File: src/rtl/dap_pkg.sv
// Shared widths, constants and types of the dihedral angle pipeline.
package dap_pkg;

  localparam int CORDIC_STEPS = 16;
  localparam int CRD_N = (CORDIC_STEPS < 32) ? CORDIC_STEPS : 32;

  localparam int CW   = 24;          // coordinate
  localparam int DW   = 25;          // edge vector component
  localparam int PW   = 50;          // 25x25 product
  localparam int QW   = 51;          // cross product component, signed
  localparam int QMW  = 50;          // cross product magnitude
  localparam int HW   = 25;          // half of a cross product magnitude
  localparam int CMW  = 24;          // |cd| component
  localparam int PPW  = 2 * HW;      // partial product for Q.T
  localparam int VPPW = HW + CMW;    // partial product for Q.CD
  localparam int QTP  = 100;         // |q_i * t_i|
  localparam int VP   = 74;          // |q_i * cd_i|
  localparam int VW   = 78;          // V = Q.CD, two's complement
  localparam int XW   = 104;         // Q.T, two's complement
  localparam int VMW  = VW - 1;
  localparam int XMW  = XW - 1;
  localparam int BBW  = 50;          // BC.BC
  localparam int SW   = 31;          // |BC| with 6 extra fraction bits
  localparam int SQ_ST = 16;         // square root stages, two result bits each
  localparam int YCW  = 26;          // chunk of |V| per partial product
  localparam int YPW  = YCW + SW;
  localparam int NW   = 128;         // normalizer word
  localparam int AW   = 30;          // CORDIC start vector bits
  localparam int ZW   = 34;          // CORDIC datapath
  localparam int OW   = 16;          // angle output

  localparam int S_SQ_IN = 3;                  // stage whose BC.BC feeds the root
  localparam int DLY     = S_SQ_IN + SQ_ST - 8; // delay of |V|, |Q.T| to meet the root
  localparam int LAT     = 26 + CRD_N;          // input to output register

  localparam int PI_Q13      = 25736;
  localparam int RND_Q30     = 65536;
  localparam int RND_SH      = 17;
  localparam logic [30:0] HALF_PI_Q30 = 31'd1686629713;

  localparam int NXT1 [3] = '{1, 2, 0};
  localparam int NXT2 [3] = '{2, 0, 1};

  localparam logic [30:0] ATAN_Q30 [32] = '{
    31'd843314856, 31'd497837829, 31'd263043836, 31'd133525158, 31'd67021686,
    31'd33543515, 31'd16775850, 31'd8388437, 31'd4194282, 31'd2097149,
    31'd1048575, 31'd524287, 31'd262143, 31'd131071, 31'd65535, 31'd32767,
    31'd16383, 31'd8191, 31'd4095, 31'd2047, 31'd1023, 31'd511, 31'd255,
    31'd127, 31'd63, 31'd31, 31'd15, 31'd7, 31'd3, 31'd1, 31'd0, 31'd0
  };

  typedef struct packed {
    logic vneg;
    logic xneg;
    logic yzero;
    logic xzero;
  } dap_tag_t;

endpackage

File: src/rtl/dap_isqrt.sv
// Pipelined integer square root of BC.BC * 4096, two result bits per stage.
module dap_isqrt (
  input  logic                   clk,
  input  logic                   en,
  input  logic [dap_pkg::BBW-1:0] bb,
  output logic [dap_pkg::SW-1:0]  s
);
  import dap_pkg::*;

  typedef struct packed {
    logic [63:0] n;
    logic [63:0] r;
  } sq_t;

  function automatic sq_t sq_step(input sq_t a, input logic [63:0] b);
    sq_t o;
    o = a;
    if (a.n >= a.r + b) begin
      o.n = a.n - (a.r + b);
      o.r = (a.r >> 1) + b;
    end else begin
      o.r = a.r >> 1;
    end
    return o;
  endfunction

  sq_t st [SQ_ST];
  sq_t st_next [SQ_ST];

  always_comb begin
    sq_t cur;
    for (int g = 0; g < SQ_ST; g++) begin
      if (g == 0) begin
        cur.n = {2'b0, bb, 12'b0};
        cur.r = '0;
      end else begin
        cur = st[g-1];
      end
      cur = sq_step(cur, 64'd1 << (2 * (2 * SQ_ST - 1) - 4 * g));
      st_next[g] = sq_step(cur, 64'd1 << (2 * (2 * SQ_ST - 1) - 4 * g - 2));
    end
  end

  always_ff @(posedge clk) begin
    if (en) begin
      for (int g = 0; g < SQ_ST; g++) st[g] <= st_next[g];
    end
  end

  assign s = st[SQ_ST-1].r[SW-1:0];

endmodule

File: config.mk
export PLATFORM = sky130hd
export DESIGN_NAME = dap_isqrt
export DESIGN_NICKNAME = d
export VERILOG_FILES = /design/src/rtl/dap_pkg.sv /design/src/rtl/dap_isqrt.sv
export SDC_FILE = /design/constraint.sdc
export NUM_CORES = 2
export LEC_CHECK = 0
export CORE_UTILIZATION = 55
export CTS_CLUSTER_DIAMETER = 100
export DETAILED_ROUTE_END_ITERATION = 6
export DONT_BUFFER_PORTS = 1
export PLACE_DENSITY = 0.7
export SLEW_MARGIN = 20
export SYNTH_ARGS = -nofsm -noshare
export SYNTH_HDL_FRONTEND = slang
export SYNTH_SLANG_ARGS = --single-unit
File: constraint.sdc
create_clock -name clk -period 8.9 [get_ports clk]
set_input_delay 0 -clock clk [delete_from_list [all_inputs] [get_ports clk]]
set_output_delay 0 -clock clk [all_outputs]
set_load 0.03 [all_outputs]
==> results_dict.tcl <==
set metrics [dict create \
    post_synth_num_cell_types 120 \
    cap_viol_max_count 0 \
    syn_inst 7658 \
    route.detailed.drc 16 \
    synth_edf_count 1045 \
    synth.top_cell.area_share 0.423 \
    setup_violations 0 \
    grt_pass1_wl_um 317000 \
    max_freq_mhz 127 \
    power_per_cell_area_mw_per_mm2 282 \
    worst_setup_path_start_kind "flop" \
    worstPathArrival_ps 8360 \
    post_layout_nonfiller_instances 9557 \
    biggestRegsByFlops "st (1045)" \
    synth.most_common_cell "edfxtp_1" \
    hold_viol 0 \
    clock_network_latency_to_the_later_pin_of_the_worst_skew_pair_ps 790 \
    route.vias.total 59147 \
    cts_hold_buf 103 \
    port_buffers 0 \
    io-pin-count 83 \
    ys.warnings.count 0 \
    max-slew-margin-rel 0.214 \
    die_x_um 369 \
    route.detailed.vias_per_inst 6.19 \
    worstSetupEndpointType "flop" \
    start_util 0.555 \
    worst_slew_pin_slew_ps 1150 \
    placed_cells_incl_taps 9236 \
    cts_sinks 1045 \
    max_root_sink_buffers 3 \
    fraction_of_final_layout_cells_sized_beyond_drive_strength_1 0.0538 \
    registers.top_by_ff_count "st" \
    tritoncts "yes" \
    final_min_period_over_clock_period 0.887 \
    detailedRoute.firstPassIterationCount 7 \
    detailedPlacementHpwl_um 157000 \
    grt_antenna_before_repair 2 \
    cts_htree_levels 3 \
    power_leakage_nw 31.4 \
    final_weighted_congestion_of_routability_driven_global_placement 0.953 \
    hold_path.class "in2reg" \
    fp.dieArea_mm2 0.136 \
    post_syn_area_per_cell_um2 9.69 \
    cts-root-buf "clkbuf_16" \
    run_status "finished, violations left" \
    hold_ws_ps 51.2 \
    failing_checks "DRC" \
    largest_reg_flops 1045 \
    yosys.area.top_type "edfxtp_1" \
    postSynth.topFlopCell "edfxtp_1" \
    netlist_area_mm2 0.0742 \
    ir_worst_vdd_v 0.000231 \
    detail_route.wl_per_cell_um 21.4 \
    drtAntennaViolNets 0 \
    worst-endpoint-required_ps 9360 \
    grt_util_all_layers 0.294 \
    final_core_utilization 0.606 \
    synthesis.nets 8235 \
    shortest_clock_period_the_worst_path_allows_after_layout_ps 7900 \
    placedInstanceArea_mm2 0.0758 \
    n_fill_cell 11024 \
    grt_overflow_total 0 \
    clk_transition_reported_paths_ps 60 \
    ys_seq_elements 1045 \
    starting_drt_drc_count 5249 \
    post_cts_buffers 0 \
    resized_cells_post_cts 0 \
    row_count 134 \
    timing.clock.skew_ps 85.8 \
    layout.area.seq_mm2 0.0314 \
    path_class "reg2reg" \
    cp_max_fo 59 \
    fp.coreArea_mm2 0.134 \
    fin_nets 8265 \
    timing.final.max_slew_violations 0 \
    layout-area-overhead-vs-synth_pct 9.18 \
    number_of_global_route_vias_before_repair 56072 \
    ys_seq_area_frac 0.423 \
    pin_count_of_the_biggest_net_entering_global_routing 238 \
    async_sr_flop_fraction 0 \
    fin_setup_tns_ps 0 \
    numCtsBuffers 113 \
    yosys-top-cells-count "edfxtp_1 (1045), nor2_1 (663), nand2_1 (623), a21oi_1 (588), ha_1 (521)" \
    grt_setup_unrepaired "false" \
    synth_top_cells_by_area "edfxtp_1 (42%), ha_1 (8.8%), xnor2_1 (6.0%)" \
    multi_input_comb_area_mm2 0.0401 \
    die_h_um 369 \
    drt_wl_total_um 205000 \
    post-route-cell-area_mm2 0.0810 \
]
[power breakdown]
part	internal [mW]	switching, mW
sequential	6.68	0.855
combinational	4.20	5.91
clock	3.02	2.16
total	13.9	8.93
[cell type report]
cell class,count,share of cell area
multi-input combinational,5932,0.495
sequential,1045,0.387
clock buffer,129,0.0356
tap,1768,0.0273
inverter,451,0.0209
timing repair buffer,145,0.0186
clock inverter,85,0.0152
antenna,2,0.0000618
[stage by stage]
stage	total power, mW	worst slack (ps)
after floorplan	15.0	2580
after global placement	17.3	1180
after detailed placement	17.5	1180
after CTS	22.7	1140
after global routing	24.2	689
final	22.8	1000
[cell usage in the layout (no fill, tap or decap), types with 102 or more instances in the layout]
cell,count
edfxtp_1,1045
nor2_1,663
nand2_1,623
a21oi_1,588
ha_1,521
xnor2_1,510
inv_1,443
o21ai_0,344
xor2_1,269
a21o_1,237
nor3_1,222
nand3_1,217
nor4_1,185
nand4_1,138
clkbuf_16,113
dlygate4sd3_1,102
[critical path: stages (launching register included)]
cell      delay [ps]
edfxtp_1         530
inv_1            130
ha_1             460
nand2_1          190
o21ai_0          200
a211oi_1         520
nand2_1          340
or4_1            630
inv_2            430
nor2_1           100
nor2_1           160
ha_1             330
a21o_1           200
a21oi_1          150
nor2b_1           70
o41a_1           340
a21o_1           200
a21o_1           230
a22oi_1          270
nand4_1          220
a21oi_1          320
and4_1           310
nand4_1          370
buf_4            470
mux2_2           370
[path summary, 6_finish.rpt]
path / to / start / slack (ps) / depth (start not counted)
max: st[1][597] / st[1][418] / 1000 / 24
min: st[0][125] / bb[48] / 50 / 2
max reg2reg: st[1][597] / st[1][418] / 1000 / 24
min reg2reg: st[0][687] / st[0][561] / 430 / 0
[cell families (layout without fill, tap and decap cells)]
kind of cell             Yosys count  in the layout  synth area share
XOR/XNOR                         783            783            0.0928
flip-flops                      1045           1045             0.423
adder cells (fa/ha/maj)          525            525            0.0889
AND/OR/NAND/NOR                 2720           2720             0.187
other                              1              3         0.0000505
buffers and inverters            681            810            0.0371
multiplexers                      81             81            0.0126
AO/OA/AOI/OAI                   1822           1822             0.158
[per-layer routing]
metal  share of wire  up-vias  GRT usage
met5        0.000098        -          0
met4           0.038        2      0.107
met3           0.053      396     0.0331
met2            0.48     1942      0.505
met1            0.42    28301      0.380
li1                -    28506          -
Note: power is estimated with default switching activity, not from simulation.
